$ cat config.mk
export PLATFORM = sky130hd
export DESIGN_NAME = fsvq_ctrl
export DESIGN_NICKNAME = d
export VERILOG_FILES = /design/src/rtl/fair_share_virtual_queue_dropper_top_assert.svh /design/src/rtl/fsvq_pkg.sv /design/src/rtl/fsvq_ctrl.sv
export SDC_FILE = /design/constraint.sdc
export NUM_CORES = 1
export LEC_CHECK = 0
export BUFFER_PORTS_ARGS = -buffer_cell sky130_fd_sc_hd__buf_4
export CAP_MARGIN = 30
export CORE_MARGIN = 5
export CORE_UTILIZATION = 35
export DETAILED_ROUTE_END_ITERATION = 16
export HOLD_SLACK_MARGIN = 0.1
export PLACE_DENSITY = 0.69
export SLEW_MARGIN = 20
export SYNTH_ARGS = -nofsm -noshare
export SYNTH_HDL_FRONTEND = slang
export SYNTH_SLANG_ARGS = --single-unit
$ cat constraint.sdc
create_clock -name clk -period 2.3 [get_ports clk]
set_input_delay 0.115 -clock clk [delete_from_list [all_inputs] [get_ports clk]]
set_output_delay 0.115 -clock clk [all_outputs]
set_load 0.01 [all_outputs]
$ cat src/rtl/fair_share_virtual_queue_dropper_top_assert.svh
`ifndef FAIR_SHARE_VIRTUAL_QUEUE_DROPPER_TOP_ASSERT_SVH
`define FAIR_SHARE_VIRTUAL_QUEUE_DROPPER_TOP_ASSERT_SVH

// Checks that a condition holds in the same cycle as its trigger.
`define FSVQ_ASSERT_NOW(lbl, ck, rs, ante, cons, msg) \
  lbl: assert property (@(posedge ck) disable iff (rs) (ante) |-> (cons)) \
    else $error(msg);

// Checks that a condition holds in the cycle after its trigger.
`define FSVQ_ASSERT_NEXT(lbl, ck, rs, ante, cons, msg) \
  lbl: assert property (@(posedge ck) disable iff (rs) (ante) |=> (cons)) \
    else $error(msg);

`endif

$ cat src/rtl/fsvq_pkg.sv
package fsvq_pkg;

  localparam int BACKLOG_W  = 32;
  localparam int FRAC_BITS  = 16;
  localparam int SHARE_FRAC = 16;
  localparam logic [16:0] SHARE_ONE = 17'h10000;

  localparam logic [1:0] CFG_SERVICE_SHARE      = 2'd0;
  localparam logic [1:0] CFG_DROP_THRESHOLD     = 2'd1;
  localparam logic [1:0] CFG_PRIORITY_THRESHOLD = 2'd2;

  localparam logic [2:0] VERDICT_PRIORITY = 3'd0;
  localparam logic [2:0] VERDICT_NORMAL   = 3'd1;
  localparam logic [2:0] VERDICT_DROPPED  = 3'd2;
  localparam logic [2:0] VERDICT_DEPARTED = 3'd3;
  localparam logic [2:0] VERDICT_EMPTY    = 3'd4;

  typedef logic [3:0] cmd_code_t;

  localparam cmd_code_t CMD_NONE       = 4'd0;
  localparam cmd_code_t CMD_CLEAR      = 4'd1;
  localparam cmd_code_t CMD_LOAD       = 4'd2;
  localparam cmd_code_t CMD_REDUCE     = 4'd3;
  localparam cmd_code_t CMD_RD_FLOW    = 4'd4;
  localparam cmd_code_t CMD_CHECK      = 4'd5;
  localparam cmd_code_t CMD_DIV_START  = 4'd6;
  localparam cmd_code_t CMD_ROUND_INIT = 4'd7;
  localparam cmd_code_t CMD_RD_RING    = 4'd8;
  localparam cmd_code_t CMD_RD_VB      = 4'd9;
  localparam cmd_code_t CMD_UPDATE     = 4'd10;
  localparam cmd_code_t CMD_ROUND_END  = 4'd11;
  localparam cmd_code_t CMD_ADMIT      = 4'd12;
  localparam cmd_code_t CMD_POP_SEL    = 4'd13;
  localparam cmd_code_t CMD_POP        = 4'd14;
  localparam cmd_code_t CMD_EMIT       = 4'd15;

  typedef struct packed {
    cmd_code_t code;
  } dp_cmd_t;

  typedef struct packed {
    logic clr_last;
    logic flow_ge;
    logic count_zero;
    logic div_done;
    logic served_zero;
    logic k_last;
    logic round_again;
    logic out_free;
  } dp_status_t;

endpackage

$ cat src/rtl/fsvq_ctrl.sv
module fsvq_ctrl (
  input  logic                 clk,
  input  logic                 rst,
  input  logic                 in_valid,
  input  logic                 in_op,
  output logic                 in_ready,
  input  fsvq_pkg::dp_status_t status,
  output fsvq_pkg::dp_cmd_t    cmd
);

  import fsvq_pkg::*;

  localparam logic [3:0] S_CLEAR      = 4'd0;
  localparam logic [3:0] S_IDLE       = 4'd1;
  localparam logic [3:0] S_REDUCE     = 4'd2;
  localparam logic [3:0] S_CHECK      = 4'd3;
  localparam logic [3:0] S_DIV_START  = 4'd4;
  localparam logic [3:0] S_DIV        = 4'd5;
  localparam logic [3:0] S_ROUND_INIT = 4'd6;
  localparam logic [3:0] S_RD_RING    = 4'd7;
  localparam logic [3:0] S_RD_VB      = 4'd8;
  localparam logic [3:0] S_UPDATE     = 4'd9;
  localparam logic [3:0] S_ROUND_END  = 4'd10;
  localparam logic [3:0] S_RD_FLOW    = 4'd11;
  localparam logic [3:0] S_ADMIT      = 4'd12;
  localparam logic [3:0] S_POP_SEL    = 4'd13;
  localparam logic [3:0] S_POP        = 4'd14;
  localparam logic [3:0] S_FINISH     = 4'd15;

  logic [3:0] state, state_next;

  assign in_ready = state == S_IDLE;

  always_ff @(posedge clk) begin
    if (rst) begin
      state <= S_CLEAR;
    end else begin
      state <= state_next;
    end
  end

  always_comb begin
    state_next = state;
    cmd.code   = CMD_NONE;
    unique case (state)
      S_CLEAR: begin
        cmd.code = CMD_CLEAR;
        if (status.clr_last) begin
          state_next = S_IDLE;
        end
      end
      S_IDLE: begin
        if (in_valid) begin
          cmd.code   = CMD_LOAD;
          state_next = in_op ? S_POP_SEL : S_REDUCE;
        end
      end
      S_REDUCE: begin
        if (status.flow_ge) begin
          cmd.code = CMD_REDUCE;
        end else begin
          cmd.code   = CMD_RD_FLOW;
          state_next = S_CHECK;
        end
      end
      S_CHECK: begin
        cmd.code   = CMD_CHECK;
        state_next = status.count_zero ? S_RD_FLOW : S_DIV_START;
      end
      S_DIV_START: begin
        cmd.code   = CMD_DIV_START;
        state_next = S_DIV;
      end
      S_DIV: begin
        if (status.div_done) begin
          state_next = S_ROUND_INIT;
        end
      end
      S_ROUND_INIT: begin
        cmd.code = CMD_ROUND_INIT;
        // Nothing is served in this round, so every flow stays and the drain ends.
        state_next = status.served_zero ? S_RD_FLOW : S_RD_RING;
      end
      S_RD_RING: begin
        cmd.code   = CMD_RD_RING;
        state_next = S_RD_VB;
      end
      S_RD_VB: begin
        cmd.code   = CMD_RD_VB;
        state_next = S_UPDATE;
      end
      S_UPDATE: begin
        cmd.code   = CMD_UPDATE;
        state_next = status.k_last ? S_ROUND_END : S_RD_RING;
      end
      S_ROUND_END: begin
        cmd.code   = CMD_ROUND_END;
        state_next = status.round_again ? S_DIV_START : S_RD_FLOW;
      end
      S_RD_FLOW: begin
        cmd.code   = CMD_RD_FLOW;
        state_next = S_ADMIT;
      end
      S_ADMIT: begin
        cmd.code   = CMD_ADMIT;
        state_next = S_FINISH;
      end
      S_POP_SEL: begin
        cmd.code   = CMD_POP_SEL;
        state_next = S_POP;
      end
      S_POP: begin
        cmd.code   = CMD_POP;
        state_next = S_FINISH;
      end
      S_FINISH: begin
        if (status.out_free) begin
          cmd.code   = CMD_EMIT;
          state_next = S_IDLE;
        end
      end
      default: begin
        state_next = S_IDLE;
      end
    endcase
  end

endmodule

# Yosys cells after proc, flatten, opt, wreduce, memory -nomap -nowiden
# Cells that the tools add are included.
totals:
  ff_bits: 4
  latch_bits: 0
  ramBits: 0
  romBits: 0
  out_inout_bits: 5
  wordCells: 39
  memories: 0
op_classes:
  add_sub_neg: 0
  n_mul: 0
  div_mod_pow: 0
  order_cmp: 0
  eq_ne: 20
  n_shift: 0
  n_mux: 15
  bitwise_logic: 0
  n_reduce_logical: 3
ops:
  columns: ["op", "n"]
  rows:
  - ["case mux 4 bit (15 select lines)", 2]
  - ["two-way mux 4 bit", 11]
  - ["equality test 4 bit, second input constant", 8]
  - ["equality test 4 x 3 -> 1 bit, second input constant", 4]
  - ["!= test 2 bit, second input constant", 5]
  - ["equality test 4 x 2 -> 1 bit, second input constant", 2]
  - ["AND reduction 5 bit", 1]
  - ["equality test 4 x 1 -> 1 bit, second input constant", 1]
  - ["zero test 4 bit", 1]
  - ["two-way mux 3 bit", 1]
  - ["two-way mux 2 bit", 1]
  - ["OR reduction 2 bit", 1]

# Longest topological paths before layout
# Gate-level depths: netlist (run 1).
logic_depth:
  ltp_word: 3
  mapped_depth: 7

# Worst setup path after synthesis (run 1)
# OpenSTA, ideal clock, no wires.
synth_path:
  kind: "register -> register"
  from: "register state[1]"
  to: "register state[1]"
  setup_ns: 0.087
  arrival_time_ns: 1.573
  setup_slack_ns: 0.640
  path_stages_with_launch: 6
  cell_sequence: "dfxtp_1 > inv_2 > o211a_1 > or3_1 > or4_1 > o31ai_1"
synth_between:
  elab_chain_cells: 3
  elab_cells_between_ends: 24
  classes_between: "20 x eq/ne; 1 x mux; 3 x reduce/logical"
synth_lines:
  columns: ["element", "line_no", "rtl"]
  rows:
  - ["from (decl)", "fsvq_ctrl.sv:30", "logic [3:0] state, state_next;"]
  - ["from (signal assigned)", "fsvq_ctrl.sv:38", "state <= state_next;"]
  - ["equality test 4 bit, or another cell as far along", "fsvq_ctrl.sv:45", "unique case (state)"]
  - ["OR reduction 2 bit (no line) or != test 2 bit (tied branches)", null, null]
  - ["case mux 4 bit (15 select lines) or AND reduction 5 bit (tied branches)", null, null]
# Several ways; a longest one is shown, not always the timed one.
# A chain may end at the register's enable or synchronous reset.

# Final worst setup path (run 1)
# Same ends and word-level chain as after synthesis.

==> impl_metrics.json, run 1 <==
{
  "largest_registers": "state: 4 flops",
  "max_slew.worst_pin.slew_ps": 467,
  "worstSetupPathType": "reg2reg",
  "fin_cells": 127,
  "syn_inst": 95,
  "maxCapViolCount": 0,
  "p_leak_uw": 0.000295,
  "largest_reg_flops": 4,
  "synth_seq_cells": 4,
  "layout-area-overhead-vs-synth_pct": 29.7,
  "grtUsageTotal_pct": 13.3,
  "viasPerCell": 5.98,
  "vias": 760,
  "rsz0062_at_grt": "no",
  "antenna_cells": 0,
  "synth_cell_types": 31,
  "worst_setup_path_end_kind": "register",
  "wl_met2_um": 826,
  "met3_length_um": 132,
  "worstReg2RegEnd": "state[1]$_SDFFE_PP0P_",
  "initial_core_util_pct": 37.6,
  "path_max_fanout": 11,
  "synth.avg_cell_area_um2": 6.03,
  "portBuffers": 16,
  "outcome": "completed",
  "finalWirelength_um": 1640,
  "fin_crit_sh_pct": 82.2,
  "clkTransAtPathRegs_ps": 40,
  "synth_top_area_share_pct": 14.0,
  "cts_sinks": 4,
  "finalMaxSlewViolations": 0,
  "synthTopCellsByCount": "o21ai_0, a21oi_1, nand2_1",
  "regToRegSetupSlack_ps": 410,
  "peakVddDrop_mv": 0.139,
  "hold_start": "status[0]",
  "synth_edf_count": 0,
  "antenna_left": 0,
  "setup_viol": 0,
  "dr.max_layer_used": "met4",
  "ys_warn_count": 0,
  "holdPathStages": 3,
  "yosys.area.top_type": "dfxtp_1",
  "drt_iter0_markers": 38,
  "core_um2": 1520,
  "antenna_found_initial": 0,
  "synth.most_common_cell": "o21ai_0",
  "dieArea_um2": 2550,
  "p_per_area_nw_per_um2": 441,
  "wl_per_cell_um": 12.9,
  "cp-start-kind": "register",
  "synthTopCellsByArea": "dfxtp_1, o21ai_0, a21oi_1",
  "wl_met1_um": 674,
  "clock.fmax_mhz": 529,
  "cts_tree": "done",
  "boundaryPins": 17,
  "clock_skew_ps": 3.63,
  "dpl.hpwl_um": 1230,
  "final-hold-violation-count": 0,
  "syn-num-nets": 107,
  "drc": 0,
  "hp-class": "in2reg",
  "cts_buffer_depth": 2,
  "rows": 14,
  "arrival_ps": 2040,
  "syn-cell-area_um2": 573,
  "largest_register": "state",
  "slew_headroom_pct": 68.6,
  "gp_congestion": 0.879,
  "cts.repair.resized": 0,
  "clk_root_buffer_cell": "clkbuf_4",
  "min_to": "state[3]$_SDFFE_PP0P_",
  "dp.cells": 123,
  "numCtsBuffers": 3,
  "finalCriticalPeriod_ps": 1890,
  "grt_start_max_net_pins": 22,
  "synthArstFlopShare_pct": 0,
  "fin_setup_tns_ps": 0,
  "cp.required_ps": 2440,
  "die_w_um": 50.5,
  "overflow": 0,
  "n_fill_cell": 169,
  "grt_pass1_vias": 669,
  "drive_above_1_share_pct": 23.4,
  "yosysSeqAreaShare_pct": 14.0,
  "htree_levels": 1,
  "insertion_delay_ps": 230,
  "rr_worst_depth": 5,
  "fin_nets": 125,
  "grt_pass1_wl_um": 2840,
  "firstDrtPassIters": 4,
  "synthFlopType": "dfxtp_1",
  "die_h_um": 50.5,
  "r2r_start": "state[1]$_SDFFE_PP0P_"
}
==> where the power goes <==
part / switching (uW) / internal (uW) / total [uW]
registers: 7.26 / 74.7 / 82.0
clock network: 24.9 / 58.1 / 83.0
logic: 85.8 / 77.1 / 163
==> cell type report <==
class                      instances  area, um2  area share, %
clock buffer                       3       22.5           3.03
inverter                           4       15.0           2.02
multi-input combinational         79        445           59.9
sequential                         4       80.1           10.8
tap                               16       20.0           2.69
timing repair buffer              21        160           21.5
==> layer usage <==
metal	GRT usage, %	vias up
met2	21.1	31
met3	1.78	2
li1	-	384
met5	0	-
met4	6.38	0
met1	17.5	343
==> critical path, cell delays in order (launching register included) <==
cell and delay (ps):
dfxtp_1 490, inv_2 90, o211a_1 260, or3_1 380, or4_1 510, o31ai_1 70
==> repair_timing <==
| action | in CTS | in global routing |
|---|---|---|
| buffers inserted | 0 | 0 |
| hold endpoints to repair | 3 | 0 |
| hold buffers | 1 | 0 |
==> cell families after synthesis <==
logic type      synth area share, %
compound gates                 37.8
buf+inv                        8.30
xor+xnor                       1.53
simple gates                   38.4
flops                          14.0
==> how the worst max path moves through the flow <==
stage                          startpoint                    end  slack, ps  depth (start not counted)
global placement    state[1]$_SDFFE_PP0P_  state[1]$_SDFFE_PP0P_        490                          5
CTS                 state[1]$_SDFFE_PP0P_  state[1]$_SDFFE_PP0P_        410                          5
floorplan           state[1]$_SDFFE_PP0P_  state[1]$_SDFFE_PP0P_        640                          5
finish              state[1]$_SDFFE_PP0P_  state[1]$_SDFFE_PP0P_        410                          5
detailed placement  state[1]$_SDFFE_PP0P_  state[1]$_SDFFE_PP0P_        420                          5
global route        state[1]$_SDFFE_PP0P_  state[3]$_SDFFE_PP0P_        260                          6
==> cell usage in the layout, fill, tap and decap left out <==
master,n
inv_2,1
a21oi_1,12
o21ba_2,1
nand2_1,10
dfxtp_1,4
a211oi_1,2
nor2b_1,1
o21ai_0,14
nand3b_1,2
o31ai_1,1
or3_1,3
o211a_1,1
nand3_1,2
and3_1,2
nand4_1,2
nor4_1,1
nor3_1,5
nor2_1,7
o41ai_1,1
or3b_2,1
a221o_1,2
xnor2_1,1
or4_1,2
o221ai_1,1
o22ai_1,1
inv_1,3
clkbuf_4,3
nor3b_1,1
dlygate4sd3_1,1
buf_4,20
nand2b_1,3
==> metrics by stage <==
stage               instance area, um2  total power [uW]  worst slack (ps)  util, %  hold WS, ps
floorplan                          573               185               640        -          184
global placement                   711               244               490     46.6          320
detailed placement                 711               242               420     46.6          321
CTS                                743               328               409     48.8          211
global route                       743               354               257     48.8          237
finish                             743               328               409     48.8          214
Note: power is estimated with default switching activity, not from simulation.
==> run 2, diff against run 1 <==
- ABC_AREA: unset -> 1
- PLACE_DENSITY: 0.69 -> 0.71
- clock period: 2.3 -> 1.55 ns (I/O delays scaled with it)
==> impl_metrics.json, run 2 <==
{
  "core_um2": 1510,
  "clk_root_buffer_cell": "clkbuf_4",
  "grtUsageTotal_pct": 14.1,
  "synthArstFlopShare_pct": 0,
  "finalMaxSlewViolations": 0,
  "cp_cell_sequence": "nand2_4, inv_2, nand2_1, nand3_1, a221oi_1, nand2_1, buf_4",
  "crit_path_frequent_cell": "nand2_1",
  "utilization_pct": 53.1,
  "gp_congestion": 0.916,
  "cts_buffer_depth": 2,
  "die_w_um": 49.7,
  "place_area_um2": 698,
  "fin_nets": 146,
  "overflow": 0,
  "fin_area_um2": 800,
  "viasPerCell": 5.32,
  "clock_skew_ps": 0.770,
  "largest_registers": "state: 4 flops",
  "initial_core_util_pct": 36.5,
  "cp.required_ps": 1470,
  "clock.fmax_mhz": 665,
  "grt_start_max_net_pins": 10,
  "synthFlopType": "dfxtp_1",
  "cts_tree": "done",
  "pre_cts_ws_ps": 162,
  "dpl.hpwl_um": 1380,
  "synth_edf_count": 0,
  "outcome": "completed",
  "boundaryPins": 17,
  "cts_sinks": 4,
  "yosys.area.top_type": "nand2_1",
  "fin_ws_ps": 47.0,
  "fin_crit_sh_pct": 97.0,
  "synthTopCellsByArea": "nand2_1, dfxtp_1, nand3_1",
  "clkTransAtPathRegs_ps": 40,
  "rsz0062_at_grt": "yes",
  "max_stage_delay_ps": 370,
  "antenna_cells": 0,
  "worstSetupPathType": "reg2out",
  "synth_top_area_share_pct": 25.9,
  "syn_inst": 106,
  "layout-area-overhead-vs-synth_pct": 45.2,
  "final-hold-violation-count": 0,
  "finalCriticalPeriod_ps": 1500,
  "multi_input_area_um2": 443,
  "portBuffers": 16,
  "vias": 787,
  "numCtsBuffers": 3,
  "yosysSeqAreaShare_pct": 14.5,
  "cp-start-kind": "register",
  "seqCellArea_um2": 90.1,
  "syn-cell-area_um2": 551,
  "drt_iter0_markers": 29,
  "firstDrtPassIters": 6,
  "fin_setup_tns_ps": 0,
  "drive_above_1_share_pct": 33.3,
  "antenna_left": 0,
  "htree_levels": 1,
  "ys_warn_count": 0,
  "grt_pass1_vias": 670,
  "antenna_found_initial": 0,
  "worst_setup_path_end_kind": "primary output",
  "n_fill_cell": 148,
  "slew_headroom_pct": 79.1,
  "synth.most_common_cell": "nand2_1",
  "synth_seq_cells": 4,
  "layout_commonest_cell": "nand2_1",
  "most-common-layout-cells": "nand2_1, buf_4, nor2_1, nand3_1, inv_1",
  "dieArea_um2": 2470,
  "rows": 14,
  "setup_viol": 0,
  "max_slew.worst_pin.slew_ps": 311,
  "peakVddDrop_mv": 1.18,
  "path_max_fanout": 6,
  "synth.avg_cell_area_um2": 5.19,
  "syn-num-nets": 118,
  "arrival_ps": 1430,
  "hp-class": "in2reg",
  "maxCapViolCount": 0,
  "drc": 0,
  "p_per_area_nw_per_um2": 1760,
  "grt_pass1_wl_um": 2770,
  "largest_register": "state",
  "synth_cell_types": 15,
  "wl_per_cell_um": 12.8,
  "crit_slowest_cell": "dfxtp_4",
  "synthTopCellsByCount": "nand2_1, nor2_1, nand3_1",
  "die_h_um": 49.7,
  "p_leak_uw": 0.000443,
  "finalWirelength_um": 1890,
  "largest_reg_flops": 4,
  "insertion_delay_ps": 230
}
-- run 2: through the flow --
stage,instances,hold slack (ps),power [uW]
final,148,215,1410
after global routing,148,241,1530
after CTS,143,210,1270
after detailed placement,139,270,1110
after global placement,139,263,1100
after floorplan,106,147,802
-- run 2: kinds of logic (layout without fill, tap and decap cells) --
family	Yosys count	count (layout)	share of synthesized area (%)
compound gates	9	9	10.2
buf+inv	13	39	8.86
simple gates	80	80	66.4
flops	4	4	14.5
-- run 2: critical path: cells and delay by family, from the launching register on --
family	cells	cell delay (ps)
compound gates	1	210
buf+inv	2	220
flops	1	370
simple gates	4	390
-- run 2: path summary, 6_finish.rpt --
check	start	to	slack, ps	cells after the start
setup / recovery	state[1]$_SDFFE_PP0P_	cmd[0]	50	7
hold / removal	status[6]	state[0]$_SDFFE_PP0P_	210	4
setup reg to reg	state[1]$_SDFFE_PP0P_	state[1]$_SDFFE_PP0P_	180	9
hold reg to reg	state[1]$_SDFFE_PP0P_	state[1]$_SDFFE_PP0P_	550	2
-- run 2: per-layer routing --
layer | vias to the layer above | share of wire [%] | track usage [%]
li1 | 397 | - | -
met1 | 352 | 40 | 17.1
met2 | 38 | 53 | 23.3
met3 | 0 | 6.5 | 3.92
met4 | 0 | 0 | 4.80
met5 | - | 0 | 0
-- run 2: final cells by class --
class / count / area share, %
multi-input combinational: 89 / 55.4
clock buffer: 3 / 2.82
tap: 16 / 2.50
sequential: 4 / 11.3
timing repair buffer: 23 / 21.9
inverter: 13 / 6.10
-- run 2: power by group --
| group | internal [uW] | switching (uW) | leakage (uW) |
|---|---|---|---|
| logic | 442 | 584 | 0.000394 |
| registers | 160 | 92.1 | 0.0000350 |
| clock network | 86.6 | 42.4 | 0.0000138 |
| total | 689 | 718 | 0.000443 |
-- run 2: what timing repair did --
item	4_1_cts	5_1_grt
hold buffers	1	0
setup buffers	0	5
resized for setup	5	11
hold endpoints to repair	3	0
endpoints found under the setup margin	2	4
pin swaps	1	2
==> run 3, diff against run 2 <==
- clock period: 1.55 -> 1.22 ns (I/O delays scaled with it)
==> impl_metrics.json, run 3 (synthesized netlist as in run 2, its figures left out) <==
{
  "outcome": "complete, but fails checks",
  "violations": "negative setup slack",
  "die_w_um": 49.7,
  "firstDrtPassIters": 4,
  "htree_levels": 1,
  "numCtsBuffers": 3,
  "overflow": 0,
  "cp_num_buf_inv": 2,
  "hp-class": "in2reg",
  "n_fill_cell": 119,
  "insertion_delay_ps": 240,
  "viasPerCell": 5.64,
  "rsz0062_at_grt": "yes",
  "cp.required_ps": 1380,
  "multi_input_area_um2": 554,
  "worst_setup_path_end_kind": "register",
  "cp_cell_sequence": "buf_6, nor2_4, buf_6, nand3_2, nand2_2, nor2_1, nand2_1, nand2_1, a21oi_2",
  "finalMaxSlewViolations": 0,
  "cts_sinks": 4,
  "max_stage_delay_ps": 360,
  "cts_tree": "done",
  "cts_buffer_depth": 2,
  "utilization_pct": 71.0,
  "path_max_fanout": 5,
  "worstSetupPathType": "reg2reg",
  "path_depth": 9,
  "layout-area-overhead-vs-synth_pct": 94.3,
  "drive_above_1_share_pct": 56.4,
  "largest_reg_flops": 4,
  "largest_registers": "state: 4 flops",
  "p_per_area_nw_per_um2": 2390,
  "die_h_um": 49.7,
  "maxCapViolCount": 0,
  "finalWirelength_um": 2870,
  "cp-startpoint": "state[1]$_SDFFE_PP0P_",
  "clkTransAtPathRegs_ps": 40,
  "most-common-layout-cells": "nand2_1, buf_4, nor2_1, nand3_1",
  "slew_headroom_pct": 80.8,
  "largest_register": "state",
  "rows": 14,
  "portBuffers": 16,
  "crit_slowest_cell": "dfxtp_4",
  "clock_skew_ps": 4.15,
  "fin_crit_sh_pct": 121,
  "boundaryPins": 17,
  "critPathTopFamily": "simple AND/OR/NAND/NOR gates",
  "dp.cells": 151,
  "clk_root_buffer_cell": "clkbuf_4",
  "gp_congestion": 0.883,
  "fin_nets": 163,
  "max_slew.worst_pin.slew_ps": 285,
  "core_um2": 1510,
  "antenna_cells": 0,
  "initial_core_util_pct": 36.5,
  "setup_viol": 9,
  "peakVddDrop_mv": 1.80,
  "fin_setup_tns_ps": -1840,
  "regToRegSetupSlack_ps": -250,
  "dpl.hpwl_um": 1460,
  "wl_per_cell_um": 17.4,
  "arrival_ps": 1640,
  "rr_worst_depth": 9,
  "grt_start_max_net_pins": 7,
  "drc": 0,
  "finalCriticalPeriod_ps": 1470,
  "grtUsageTotal_pct": 18.8,
  "fin_cells": 165,
  "p_leak_uw": 0.000550,
  "fin_ws_ps": -253,
  "r2r_start": "state[1]$_SDFFE_PP0P_",
  "endpoint": "state[2]$_SDFFE_PP0P_",
  "vias": 930,
  "final-hold-violation-count": 0,
  "worstReg2RegEnd": "state[2]$_SDFFE_PP0P_",
  "antenna_found_initial": 0,
  "drt_iter0_markers": 29,
  "cp-start-kind": "register",
  "holdPathStages": 5,
  "seqCellArea_um2": 95.1,
  "antenna_left": 0,
  "clock.fmax_mhz": 679,
  "grt_pass1_wl_um": 3710,
  "dieArea_um2": 2470,
  "grt_pass1_vias": 870
}
==> run 3: final cells by class <==
cell class                      count  area share, %
Multi-Input combinational cell     90           51.8
Timing Repair Buffer               39           30.8
Sequential cell                     4           8.89
Inverter                           13           4.56
Clock buffer                        3           2.11
Tap cell                           16           1.87
==> run 3: how the worst min path moves through the flow <==
stage | startpoint | endpoint | slack [ps]
after detailed placement | rst | state[2]$_SDFFE_PP0P_ | 250
after global routing | status[0] | state[3]$_SDFFE_PP0P_ | 270
final | status[0] | state[3]$_SDFFE_PP0P_ | 250
after global placement | rst | state[3]$_SDFFE_PP0P_ | 250
after floorplan | rst | state[1]$_SDFFE_PP0P_ | 130
after CTS | status[4] | state[2]$_SDFFE_PP0P_ | 210
==> run 3: per-stage QoR <==
stage                     setup slack (ps)  total power, uW  instance area [um2]  hold WS [ps]
after global placement                -155             1560                  788           245
after detailed placement              -169             1570                  788           249
final                                 -253             2560                 1070           255
after global routing                  -329             2720                 1070           267
after CTS                             -179             2080                  946           210
after floorplan                       24.2             1020                  551           130
==> run 3: layer usage <==
metal  vias up  part of all wire (%)  track usage, %
met1       441                    39            21.1
met2        46                    53            33.3
met4         0                   2.6            5.24
met5         -                     0               0
met3        10                   5.7            6.33
li1        433                     -               -
==> run 3: power by group <==
| group | total [uW] | leakage [uW] | internal [uW] | switching (uW) |
|---|---|---|---|---|
| combinational | 2070 | 0.000500 | 954 | 1110 |
| sequential | 330 | 0.0000356 | 209 | 121 |
| clock | 165 | 0.0000138 | 110 | 55.2 |
==> run 3: repair_timing <==
| item | in CTS | in global routing |
|---|---|---|
| endpoints found under the setup margin | 9 | 9 |
| hold buffers | 1 | 0 |
| gates cloned | 1 | 0 |
| pin swaps | 12 | 12 |
| setup buffers | 7 | 3 |
| gates resized for setup | 28 | 29 |
| hold endpoints to repair | 3 | 0 |
==> run 3: worst min-delay path, delay by kind of cell <==
| family | cells | cell delay [ps] |
|---|---|---|
| AND/OR/NAND/NOR | 1 | 90 |
| AO/OA/AOI/OAI | 1 | 40 |
| buffers and inverters | 3 | 260 |
